<file path="config.mk">
export PLATFORM = sky130hd
export DESIGN_NAME = protobuf_wire_field_parser
export DESIGN_NICKNAME = d
export VERILOG_FILES = /design/src/hdl/pwfp_pkg.sv /design/src/hdl/pwfp_decode.sv /design/src/hdl/pwfp_outq.sv /design/src/hdl/protobuf_wire_field_parser.sv
export SDC_FILE = /design/constraint.sdc
export NUM_CORES = 1
export LEC_CHECK = 0
export BUFFER_PORTS_ARGS = -buffer_cell sky130_fd_sc_hd__buf_2
export CORE_MARGIN = 3
export CORE_UTILIZATION = 30
export CTS_BUF_LIST = sky130_fd_sc_hd__clkbuf_2 sky130_fd_sc_hd__clkbuf_4 sky130_fd_sc_hd__clkbuf_8
export DETAILED_ROUTE_END_ITERATION = 8
export MAX_ROUTING_LAYER = met4
export PLACE_DENSITY = 0.43
export SKIP_LAST_GASP = 1
export SLEW_MARGIN = 20
export SYNTH_ARGS = -nofsm -noshare
export SYNTH_HDL_FRONTEND = slang
export SYNTH_SLANG_ARGS = --single-unit
</file>
<file path="constraint.sdc">
create_clock -name clk -period 6.85 [get_ports clk]
set_clock_uncertainty 0.15 [all_clocks]
set_input_delay 1.0275 -clock clk [delete_from_list [all_inputs] [get_ports clk]]
set_output_delay 1.0275 -clock clk [all_outputs]
set_load 0.05 [all_outputs]
</file>
<file path="src/hdl/pwfp_pkg.sv">
// Shared types and codes for the wire format field parser.
package pwfp_pkg;

    // Longest varint accepted, in bytes
    localparam int MAX_VARINT_BYTES = 10;

    // Result queue depth
    localparam int QDEPTH = 4;
    localparam int QPTR_W = $clog2(QDEPTH);
    localparam int QCNT_W = $clog2(QDEPTH + 1);

    // Result kinds
    localparam logic [1:0] RK_SCALAR = 2'd0;
    localparam logic [1:0] RK_HEADER = 2'd1;
    localparam logic [1:0] RK_BYTE   = 2'd2;
    localparam logic [1:0] RK_ERROR  = 2'd3;

    // Error codes
    localparam logic [2:0] EC_NONE      = 3'd0;
    localparam logic [2:0] EC_TRUNC     = 3'd1;
    localparam logic [2:0] EC_OVERFLOW  = 3'd2;
    localparam logic [2:0] EC_NUM_ZERO  = 3'd3;
    localparam logic [2:0] EC_GROUP     = 3'd4;
    localparam logic [2:0] EC_BAD_TYPE  = 3'd5;
    localparam logic [2:0] EC_FIX_TRUNC = 3'd6;

    // Wire types
    localparam logic [2:0] WT_VARINT    = 3'd0;
    localparam logic [2:0] WT_FIXED64   = 3'd1;
    localparam logic [2:0] WT_LEN       = 3'd2;
    localparam logic [2:0] WT_GRP_START = 3'd3;
    localparam logic [2:0] WT_GRP_END   = 3'd4;
    localparam logic [2:0] WT_FIXED32   = 3'd5;

    typedef enum logic [2:0] {
        PH_KEY     = 3'd0,
        PH_VARVAL  = 3'd1,
        PH_FIXED   = 3'd2,
        PH_LENVAR  = 3'd3,
        PH_PAYLOAD = 3'd4,
        PH_DRAIN   = 3'd5
    } phase_t;

    typedef struct packed {
        logic [1:0]  result_kind;
        logic [31:0] field_number;
        logic [2:0]  wire_kind;
        logic [63:0] scalar_value;
        logic        payload_last;
        logic [2:0]  error_code;
        logic        last_in_step;
    } result_t;

    // Results produced by one byte: count of 0..2, then the slots in order
    typedef struct packed {
        logic [1:0] cnt;
        result_t    r0;
        result_t    r1;
    } push_t;

endpackage

</file>
<file path="src/hdl/pwfp_decode.sv">
// Input register, parse state and per-byte decode of the wire format.
module pwfp_decode
    import pwfp_pkg::*;
(
    input  logic       clk,
    input  logic       rst_n,
    input  logic       in_valid,
    output logic       in_stall,
    input  logic [7:0] data_byte,
    input  logic       message_end,
    input  logic       room,
    output push_t      push
);

    logic        in_valid_reg, in_valid_next;
    logic [7:0]  byte_reg;
    logic        end_reg;
    logic        fire;

    phase_t      phase_reg, phase_next;
    logic [63:0] acc_reg, acc_next;
    logic [3:0]  idx_reg, idx_next;
    logic [31:0] num_reg, num_next;
    logic [2:0]  wire_reg, wire_next;
    logic [3:0]  fl_reg, fl_next;
    logic [63:0] pl_reg, pl_next;

    // Varint byte decode
    logic [70:0] vi_sh;
    logic [63:0] acc_v;
    logic        vi_done;
    logic        vi_ovf;
    logic [31:0] key_num;
    logic [2:0]  key_wire;

    // Fixed byte decode
    logic [3:0]  fx_total;
    logic [3:0]  fx_left;
    logic [3:0]  fx_pos;
    logic [3:0]  fx_left_new;
    logic [63:0] acc_f;
    logic        pl_le1;

    // Classified results of this byte
    logic        d_valid;
    logic [1:0]  d_kind;
    logic [63:0] d_val;
    logic        d_last;
    logic        e_valid;
    logic [2:0]  e_code;
    logic [31:0] e_num;
    logic [2:0]  e_wire;
    result_t     d_res, e_res;

    // Take a new request when the register is empty or its byte is decoded now
    assign fire          = in_valid_reg && room;
    assign in_stall      = in_valid_reg && !room;
    assign in_valid_next = (in_valid && !in_stall) || (in_valid_reg && !fire);

    always_ff @(posedge clk or negedge rst_n)
    begin
        if (!rst_n)
        begin
            in_valid_reg <= 1'b0;
        end
        else
        begin
            in_valid_reg <= in_valid_next;
        end
    end

    always_ff @(posedge clk)
    begin
        if (in_valid && !in_stall)
        begin
            byte_reg <= data_byte;
            end_reg  <= message_end;
        end
    end

    // Varint step: merge seven bits, detect completion and excess length
    assign vi_sh    = {64'b0, byte_reg[6:0]} << ({3'b0, idx_reg} * 7'd7);
    assign acc_v    = acc_reg | vi_sh[63:0];
    assign vi_done  = !byte_reg[7];
    assign vi_ovf   = byte_reg[7] && (({1'b0, idx_reg} + 5'd1) >= 5'(MAX_VARINT_BYTES));
    assign key_num  = acc_v[34:3];
    assign key_wire = acc_v[2:0];

    // Fixed step: place the byte at its little-endian position
    assign fx_total    = (wire_reg == WT_FIXED64) ? 4'd8 : 4'd4;
    assign fx_left     = (fl_reg == 4'd0 || fl_reg > fx_total) ? fx_total : fl_reg;
    assign fx_pos      = fx_total - fx_left;
    assign acc_f       = acc_reg | ({56'b0, byte_reg} << {fx_pos[2:0], 3'b0});
    assign fx_left_new = fx_left - 4'd1;
    assign pl_le1      = (pl_reg <= 64'd1);

    // Classify the byte into an optional data result and an optional error
    always_comb
    begin
        d_valid = 1'b0;
        d_kind  = RK_SCALAR;
        d_val   = 64'd0;
        d_last  = 1'b0;
        e_valid = 1'b0;
        e_code  = EC_NONE;
        e_num   = num_reg;
        e_wire  = wire_reg;
        case (phase_reg)
            PH_KEY:
            begin
                e_num  = 32'd0;
                e_wire = 3'd0;
                if (vi_ovf)
                begin
                    e_valid = 1'b1;
                    e_code  = EC_OVERFLOW;
                end
                else if (!vi_done)
                begin
                    e_valid = end_reg;
                    e_code  = EC_TRUNC;
                end
                else if (key_num == 32'd0)
                begin
                    e_valid = 1'b1;
                    e_code  = EC_NUM_ZERO;
                    e_wire  = key_wire;
                end
                else
                begin
                    e_num  = key_num;
                    e_wire = key_wire;
                    if (key_wire inside {WT_GRP_START, WT_GRP_END})
                    begin
                        e_valid = 1'b1;
                        e_code  = EC_GROUP;
                    end
                    else if (key_wire inside {WT_VARINT, WT_LEN})
                    begin
                        e_valid = end_reg;
                        e_code  = EC_TRUNC;
                    end
                    else if (key_wire inside {WT_FIXED64, WT_FIXED32})
                    begin
                        e_valid = end_reg;
                        e_code  = EC_FIX_TRUNC;
                    end
                    else
                    begin
                        e_valid = 1'b1;
                        e_code  = EC_BAD_TYPE;
                    end
                end
            end
            PH_VARVAL, PH_LENVAR:
            begin
                if (vi_ovf)
                begin
                    e_valid = 1'b1;
                    e_code  = EC_OVERFLOW;
                end
                else if (!vi_done)
                begin
                    e_valid = end_reg;
                    e_code  = EC_TRUNC;
                end
                else
                begin
                    d_valid = 1'b1;
                    d_kind  = (phase_reg == PH_VARVAL) ? RK_SCALAR : RK_HEADER;
                    d_val   = acc_v;
                    e_valid = (phase_reg == PH_LENVAR) && (acc_v != 64'd0) && end_reg;
                    e_code  = EC_FIX_TRUNC;
                end
            end
            PH_FIXED:
            begin
                if (fx_left_new == 4'd0)
                begin
                    d_valid = 1'b1;
                    d_kind  = RK_SCALAR;
                    d_val   = acc_f;
                end
                else
                begin
                    e_valid = end_reg;
                    e_code  = EC_FIX_TRUNC;
                end
            end
            PH_PAYLOAD:
            begin
                d_valid = 1'b1;
                d_kind  = RK_BYTE;
                d_val   = {56'b0, byte_reg};
                d_last  = pl_le1;
                e_valid = !pl_le1 && end_reg;
                e_code  = EC_FIX_TRUNC;
            end
            default:
            begin
                // drain: drop the byte
            end
        endcase
    end

    // Assemble the results of this byte in order
    always_comb
    begin
        d_res = '{result_kind: d_kind, field_number: num_reg, wire_kind: wire_reg,
                  scalar_value: d_val, payload_last: d_last, error_code: EC_NONE,
                  last_in_step: !e_valid};
        e_res = '{result_kind: RK_ERROR, field_number: e_num, wire_kind: e_wire,
                  scalar_value: 64'd0, payload_last: 1'b0, error_code: e_code,
                  last_in_step: 1'b1};
        push.cnt = 2'd0;
        push.r0  = e_res;
        push.r1  = e_res;
        if (fire)
        begin
            push.cnt = {1'b0, d_valid} + {1'b0, e_valid};
            if (d_valid)
            begin
                push.r0 = d_res;
            end
        end
    end

    // Next parse state
    always_comb
    begin
        phase_next = phase_reg;
        acc_next   = acc_reg;
        idx_next   = idx_reg;
        num_next   = num_reg;
        wire_next  = wire_reg;
        fl_next    = fl_reg;
        pl_next    = pl_reg;
        if (fire)
        begin
            // latch a completed key, also when it turns out to be bad
            if (phase_reg == PH_KEY && vi_done)
            begin
                num_next  = key_num;
                wire_next = key_wire;
            end
            if (e_valid)
            begin
                acc_next   = 64'd0;
                idx_next   = 4'd0;
                fl_next    = 4'd0;
                pl_next    = 64'd0;
                phase_next = PH_DRAIN;
            end
            else
            begin
                case (phase_reg)
                    PH_KEY, PH_VARVAL, PH_LENVAR:
                    begin
                        if (!vi_done)
                        begin
                            acc_next = acc_v;
                            idx_next = idx_reg + 4'd1;
                        end
                        else
                        begin
                            acc_next   = 64'd0;
                            idx_next   = 4'd0;
                            fl_next    = 4'd0;
                            pl_next    = 64'd0;
                            phase_next = PH_KEY;
                            if (phase_reg == PH_KEY)
                            begin
                                case (key_wire)
                                    WT_VARINT:
                                    begin
                                        phase_next = PH_VARVAL;
                                    end
                                    WT_FIXED64:
                                    begin
                                        phase_next = PH_FIXED;
                                        fl_next    = 4'd8;
                                    end
                                    WT_FIXED32:
                                    begin
                                        phase_next = PH_FIXED;
                                        fl_next    = 4'd4;
                                    end
                                    WT_LEN:
                                    begin
                                        phase_next = PH_LENVAR;
                                    end
                                    default:
                                    begin
                                        phase_next = PH_DRAIN;
                                    end
                                endcase
                            end
                            else if (phase_reg == PH_LENVAR && acc_v != 64'd0)
                            begin
                                pl_next    = acc_v;
                                phase_next = PH_PAYLOAD;
                            end
                        end
                    end
                    PH_FIXED:
                    begin
                        if (fx_left_new == 4'd0)
                        begin
                            acc_next   = 64'd0;
                            idx_next   = 4'd0;
                            fl_next    = 4'd0;
                            pl_next    = 64'd0;
                            phase_next = PH_KEY;
                        end
                        else
                        begin
                            acc_next = acc_f;
                            fl_next  = fx_left_new;
                        end
                    end
                    PH_PAYLOAD:
                    begin
                        if (pl_le1)
                        begin
                            pl_next    = 64'd0;
                            acc_next   = 64'd0;
                            idx_next   = 4'd0;
                            fl_next    = 4'd0;
                            phase_next = PH_KEY;
                        end
                        else
                        begin
                            pl_next = pl_reg - 64'd1;
                        end
                    end
                    default:
                    begin
                        phase_next = phase_reg;
                    end
                endcase
            end
            // message end: back to awaiting a key with work cleared
            if (end_reg)
            begin
                acc_next   = 64'd0;
                idx_next   = 4'd0;
                fl_next    = 4'd0;
                pl_next    = 64'd0;
                phase_next = PH_KEY;
            end
        end
    end

    always_ff @(posedge clk or negedge rst_n)
    begin
        if (!rst_n)
        begin
            phase_reg <= PH_KEY;
            acc_reg   <= 64'd0;
            idx_reg   <= 4'd0;
            num_reg   <= 32'd0;
            wire_reg  <= 3'd0;
            fl_reg    <= 4'd0;
            pl_reg    <= 64'd0;
        end
        else
        begin
            phase_reg <= phase_next;
            acc_reg   <= acc_next;
            idx_reg   <= idx_next;
            num_reg   <= num_next;
            wire_reg  <= wire_next;
            fl_reg    <= fl_next;
            pl_reg    <= pl_next;
        end
    end

endmodule

</file>
<file path="src/hdl/pwfp_outq.sv">
// Result queue: takes up to two results a cycle, gives one a cycle while out_stall is low.
module pwfp_outq
    import pwfp_pkg::*;
(
    input  logic              clk,
    input  logic              rst_n,
    input  push_t             push,
    output logic              out_valid,
    input  logic              out_stall,
    output result_t           head,
    output logic [QCNT_W-1:0] count
);

    result_t             ent_reg [QDEPTH];
    logic [QPTR_W-1:0]   wptr_reg, wptr_next;
    logic [QPTR_W-1:0]   rptr_reg, rptr_next;
    logic [QCNT_W-1:0]   cnt_reg, cnt_next;
    logic                pop;

    assign out_valid = (cnt_reg != '0);
    assign pop       = out_valid && !out_stall;
    assign head      = ent_reg[rptr_reg];
    assign count     = cnt_reg;

    // Advance pointers and occupancy
    always_comb
    begin
        wptr_next = wptr_reg + QPTR_W'(push.cnt);
        rptr_next = rptr_reg + QPTR_W'(pop);
        cnt_next  = cnt_reg + QCNT_W'(push.cnt) - QCNT_W'(pop);
    end

    always_ff @(posedge clk or negedge rst_n)
    begin
        if (!rst_n)
        begin
            wptr_reg <= '0;
            rptr_reg <= '0;
            cnt_reg  <= '0;
        end
        else
        begin
            wptr_reg <= wptr_next;
            rptr_reg <= rptr_next;
            cnt_reg  <= cnt_next;
        end
    end

    // Write the new results in order
    always_ff @(posedge clk)
    begin
        if (push.cnt != 2'd0)
        begin
            ent_reg[wptr_reg] <= push.r0;
        end
        if (push.cnt == 2'd2)
        begin
            ent_reg[wptr_reg + QPTR_W'(1)] <= push.r1;
        end
    end

endmodule

</file>
<file path="src/hdl/protobuf_wire_field_parser.sv">
// Throughput: one byte per cycle; the input register holds its byte while the result queue
// holds three or more results. A byte that yields two results (header or data followed by
// an error) writes both at once into a four-entry result queue, which hands them out in order.
// Reset (rst_n low, asynchronous) clears the input valid flag, the parse state and the queue
// pointers and count, and returns to awaiting a key.
module protobuf_wire_field_parser
    import pwfp_pkg::*;
(
    input  logic        clk,
    input  logic        rst_n,
    input  logic        in_valid,
    output logic        in_stall,
    input  logic [7:0]  data_byte,
    input  logic        message_end,
    output logic        out_valid,
    input  logic        out_stall,
    output logic [1:0]  result_kind,
    output logic [31:0] field_number,
    output logic [2:0]  wire_kind,
    output logic [63:0] scalar_value,
    output logic        payload_last,
    output logic [2:0]  error_code,
    output logic        last_in_step
);

    push_t             push;
    result_t           head;
    logic [QCNT_W-1:0] q_count;
    logic              room;

    // Decode only when the queue can take two more results
    assign room = (q_count <= QCNT_W'(QDEPTH - 2));

    pwfp_decode u_decode (
        .clk         (clk),
        .rst_n       (rst_n),
        .in_valid    (in_valid),
        .in_stall    (in_stall),
        .data_byte   (data_byte),
        .message_end (message_end),
        .room        (room),
        .push        (push)
    );

    pwfp_outq u_outq (
        .clk       (clk),
        .rst_n     (rst_n),
        .push      (push),
        .out_valid (out_valid),
        .out_stall (out_stall),
        .head      (head),
        .count     (q_count)
    );

    assign result_kind  = head.result_kind;
    assign field_number = head.field_number;
    assign wire_kind    = head.wire_kind;
    assign scalar_value = head.scalar_value;
    assign payload_last = head.payload_last;
    assign error_code   = head.error_code;
    assign last_in_step = head.last_in_step;

`ifndef ASSERT_OFF
    a_queue_bound: assert property (@(posedge clk) disable iff (!rst_n)
        q_count <= QCNT_W'(QDEPTH))
        else $error("result queue overfilled");

    a_push_count: assert property (@(posedge clk) disable iff (!rst_n)
        push.cnt != 2'd3)
        else $error("more than two results from one byte");

    a_pair_order: assert property (@(posedge clk) disable iff (!rst_n)
        push.cnt == 2'd2 |-> (push.r1.result_kind == RK_ERROR) && push.r1.last_in_step
                             && !push.r0.last_in_step)
        else $error("two-result request not data then error");

    a_room_push: assert property (@(posedge clk) disable iff (!rst_n)
        !room |-> push.cnt == 2'd0)
        else $error("results written without queue room");
`endif

endmodule

</file>
# Word level (Yosys, flattened, before mapping)
# Memory sizes are Yosys's and may differ from the RTL's.
# Index checks and enable logic that the tools add are counted.
# Widths: inputs -> output; s select.
# totals
ff_bits	191
mem_bits_rw	424
input_bits	13
output_inout_bits	108
n_memories	1
# classes
addsub	11
mul	1
order_cmp	4
eq_ne	14
shift	2
muxes	84
bitwise	2
reduce_logical	40
# mem_list
memory	depth	word_bits	rd	rd_ports_with_merged_regs	wr	line	text
u_outq.ent_reg	4	106	1	0	2	pwfp_outq.sv:14	result_t ent_reg [QDEPTH];
# ops
op	n
$mux 64	15
$pmux 64 s3	3
$mux 32	4
$or 64x64->64	2
$mux 108	1
$mux 106	1
$le 64x1->1 const B	1
$reduce_bool 64->1	1
$shl 7x7->64	1
$shl 8x6->64	1
$sub 64x1->64 const B	1
$mux 3	18
$mux 4	12
$logic_not 32->1	1
$pmux 4 s3	2
$mux 1	18
$pmux 3 s3	2
$eq 3x2->1 const B	4
$pmux 3 s4	1
$reduce_and 4->1	3
$logic_and 1x1->1	10
$eq 3x1->1 const B	3
$eq 3x3->1 const B	3
$logic_not 4->1	2
33 further kinds	48

# Depth between registers and ports, before layout
# logic_depth
ltp_word	18
depth_mapped	25

# By module
# A second synthesis with hierarchy kept.
# hier_totals
hier_cells	2585
area_unflattened_um2	33569.7
# modules_own_cells
module	instances	cells_per_inst	area_per_inst_um2
pwfp_outq	1	1068	20960.1
pwfp_decode	1	1516	12600.8
protobuf_wire_field_parser	1	1	8.8

# Worst setup path before layout
# Ideal clock, no wire load.
# synth_timing
path_type	register -> register
start	reg u_decode.wire_reg[1]
end	mem u_outq.ent_reg[1][100] (netlist name) (enable)
setup_time_ps	395
arrival_time_ps	5439
path_slack_ps	866
path_stages_with_launch	23
path_buffers	3
path_cell_list	dfrtp_1 -> nor3b_1 -> inv_1 -> ha_1 -> nor2b_1 -> nor2_1 -> nand2_1 -> inv_1 -> ha_1 -> a21boi_0 -> or4b_1 -> clkbuf_1 -> nand3_1 -> clkbuf_1 -> nand2_1 -> o21ai_0 -> o21ai_0 -> ha_1 -> nand2b_1 -> and2_1 -> or3_1 -> clkbuf_1 -> inv_1
# synth_rtl
element	line	text
start: declaration	pwfp_decode.sv:24	logic [2:0] wire_reg, wire_next;
start signal: assignment	pwfp_decode.sv:372	wire_reg <= wire_next;
end: declaration	pwfp_outq.sv:14	

==> flow_metrics.py <==
metrics = {
    "sta": {
        "tightest_slew_ns": 1.21,
        "fin_crit_ns": 6.12,
        "hold_violations": 0,
        "whs_ns": 0.0897,
        "finalSetupTns_ns": 0,
        "slew_headroom": 0.194,
        "maxSlewViolCount": 0,
        "fmax_ghz": 0.163,
        "finalSetupViolCount": 0,
        "post-route-period-util": 0.893,
        "rsz0062_at_grt": "false",
    },
    "grt": {
        "grt_pass1_wl_um": 153000,
        "overflow": 0,
        "grt_max_degree": 101,
        "track_usage": 0.210,
        "grt_pass1_vias": 22900,
        "grt_antenna_before_repair": 6,
    },
    "yosys": {
        "synth_xor_area_frac": 0.00619,
        "synthAdderAreaFrac": 0.00601,
        "syn_area_per_cell_um2": 10.6,
        "synth_top_family_by_area": "compound AO/OA/AOI/OAI gates",
        "synthCells": 2669,
        "async_reset_ff_frac": 0.296,
        "synth.mux.area_fraction": 0.0858,
        "synth-warning-count": 0,
        "synth_compound_area_frac": 0.216,
        "synth_flop_cell": "dfxtp_1",
        "synth_edf_count": 161,
        "synth_cell_types": 88,
        "yosys.area_share.simple": 0.126,
        "ys_seq_area_frac": 0.524,
        "syn_area_um2": 28300,
        "syn_nets": 2695,
        "synth-seq-cells": 615,
    },
    "final_layout": {
        "utilization": 0.353,
        "drive_above_1_share": 0.200,
        "final_nets": 2792,
        "largest_register_ff_count": 424,
        "num-fill-cells": 9389,
        "finalInstanceArea_um2": 33000,
        "area_growth_syn_to_layout_pct": 16.7,
    },
    "routing": {
        "via_count": 23000,
        "drt-total-wl_um": 102000,
        "viasPerCell": 5.58,
        "drt-pass1-iter-count": 5,
        "first_iter_violations": 2303,
        "antenna_left": 0,
        "drc_errors": 0,
        "post_drt_wl_per_cell_um": 24.9,
    },
    "die": {
        "die_w_um": 313,
        "die_h_um": 313,
        "core_area_um2": 93500,
        "std_cell_rows": 112,
        "ios": 121,
        "start_util": 0.303,
        "die_area_um2": 98000,
    },
    "clock_tree": {
        "cts_setup_buffers": 0,
        "cts.clk_slew.worst_paths_ns": 0.06,
        "cts_resized": 0,
        "cts_made_buffers": 111,
        "hold_buffers": 0,
        "clock_latency_ns": 0.76,
        "htreeDepth": 3,
        "clk_path_buf_depth": 3,
        "cts_root_buf": "clkbuf_8",
        "cts_tree": "yes",
        "clock_sinks": 615,
    },
    "worst_setup_path": {
        "critPathRequiredTime_ns": 7.05,
        "startpoint_type": "flip-flop",
        "crit_arrival_ns": 6.32,
        "endpoint_kind": "flip-flop",
        "critPathMaxFanout": 26,
        "worstSetupPathType": "reg -> reg",
    },
    "run_status": {
        "status": "finished clean",
    },
    "min_path": {
        "hp-class": "in -> async",
    },
    "place": {
        "gp_congestion": 0.919,
        "place_area_um2": 30400,
        "port_buffers": 120,
        "dp_hpwl_um": 65800,
    },
    "pwr": {
        "power.density_nw_per_um2": 521,
        "irDropWorstVdd_mv": 0.280,
        "p_leak_uw": 0.0125,
    },
    "run": {
        "maxCapViolCount": 0,
    },
}
-- metal layers --
metal	vias to the layer above	part of all wire	routed length (µm)	global-route usage
met5	-	0	0	-
met4	0	0.032	3260	0.0736
met3	149	0.059	6000	0.0374
met2	805	0.46	47000	0.315
met1	11700	0.45	46100	0.287
li1	10300	-	-	-
-- through the flow --
step                      setup WS [ns]  total power [µW]  instances
final                             0.730             17200       4119
after global routing              0.382             18200       4119
after CTS                         0.778             17300       4114
after detailed placement          0.878             13300       3907
after global placement            0.807             13300       3907
after floorplan                   0.866             10600       2669
-- report_power, final --
group,switching (µW),internal [µW]
Sequential,561,4320
Combinational,5900,2510
Clock,1640,2270
-- cells by family after synthesis --
logic type | Yosys count
xor gates and xnor gates | 20
and+or+nand+nor | 748
muxes | 110
adders and majority gates | 13
buffers and inverters | 244
AOI/OAI and AO/OA | 919
DFF | 615
-- area by class of cell --
type                    count  area, µm²  area share
flip-flops and latches    615      14800       0.450
multi-input cells        1810      12600       0.381
clock buffers             180       2250      0.0680
well taps                1254       1570      0.0475
repair buffers            198       1350      0.0408
clock inverters            27        298     0.00902
inverters                  30        113     0.00341
diodes                      5       12.5    0.000379
-- cell usage after synthesis (14+ instances only) --
library cell,count,area [µm²]
dfxtp_1,272,5450
nor2_1,272,1020
o21ai_0,227,1140
nand2_1,218,818
a22o_1,217,1900
a21oi_1,214,1070
dfrtp_1,182,4550
edfxtp_1,161,4830
clkbuf_1,146,548
mux4_2,106,2390
o22ai_1,64,400
nor3_1,50,250
buf_2,34,170
and3_1,33,206
inv_1,30,113
a22oi_1,23,173
a31oi_1,23,144
buf_1,23,86.3
nor4_1,22,138
nand4_1,20,125
o22a_1,20,175
a2bb2oi_1,19,166
or3_1,18,113
nand3_1,16,80.1
nor2b_1,16,100
o31ai_1,15,113
o21a_1,14,105
-- critical path, stage by stage, from the launching register on --
cell and delay, ns:
dfrtp_1 0.40, nor3b_1 0.47, inv_1 0.14, ha_1 0.32
nor2b_1 0.17, nor2_1 0.15, nand2_1 0.27, inv_1 0.39
ha_1 0.21, a21boi_0 0.26, or4b_1 0.59, nand3_1 0.17
nand2_1 0.06, o21ai_0 0.12, o21ai_0 0.22, ha_1 0.42
nand2b_1 0.21, and2_1 0.19, or3_4 0.37, clkinv_1 0.07
buf_4 0.36
-- placed cells by master (no fill, tap or decap), drive strengths merged, types with 24 or more instances in the layout --
cell	count
nor2	274
dfxtp	272
o21ai	236
nand2	219
a22o	217
a21oi	217
buf	197
dfrtp	182
clkbuf	181
edfxtp	161
mux4	106
o22ai	64
nor3	54
and3	33
inv	30
nor4	27
a31oi	24
-- path summary, 6_finish.rpt --
check,cells past startpoint,slack [ns],startpoint,endpoint
setup / recovery,20,0.73,u_decode.wire_reg[2],u_outq.ent_reg[1][92]
hold / removal,1,0.09,rst_n,u_decode.acc_reg[43]
setup reg to reg,20,0.73,u_decode.wire_reg[2],u_outq.ent_reg[1][92]
hold reg to reg,2,0.30,u_outq.ent_reg[3][7],u_outq.ent_reg[3][7]
max in group asynchronous,2,4.99,rst_n,u_decode.num_reg[30]
min in group clk,1,0.30,data_byte[5],u_decode.byte_reg[5]
(Power assumes the default switching activity.)
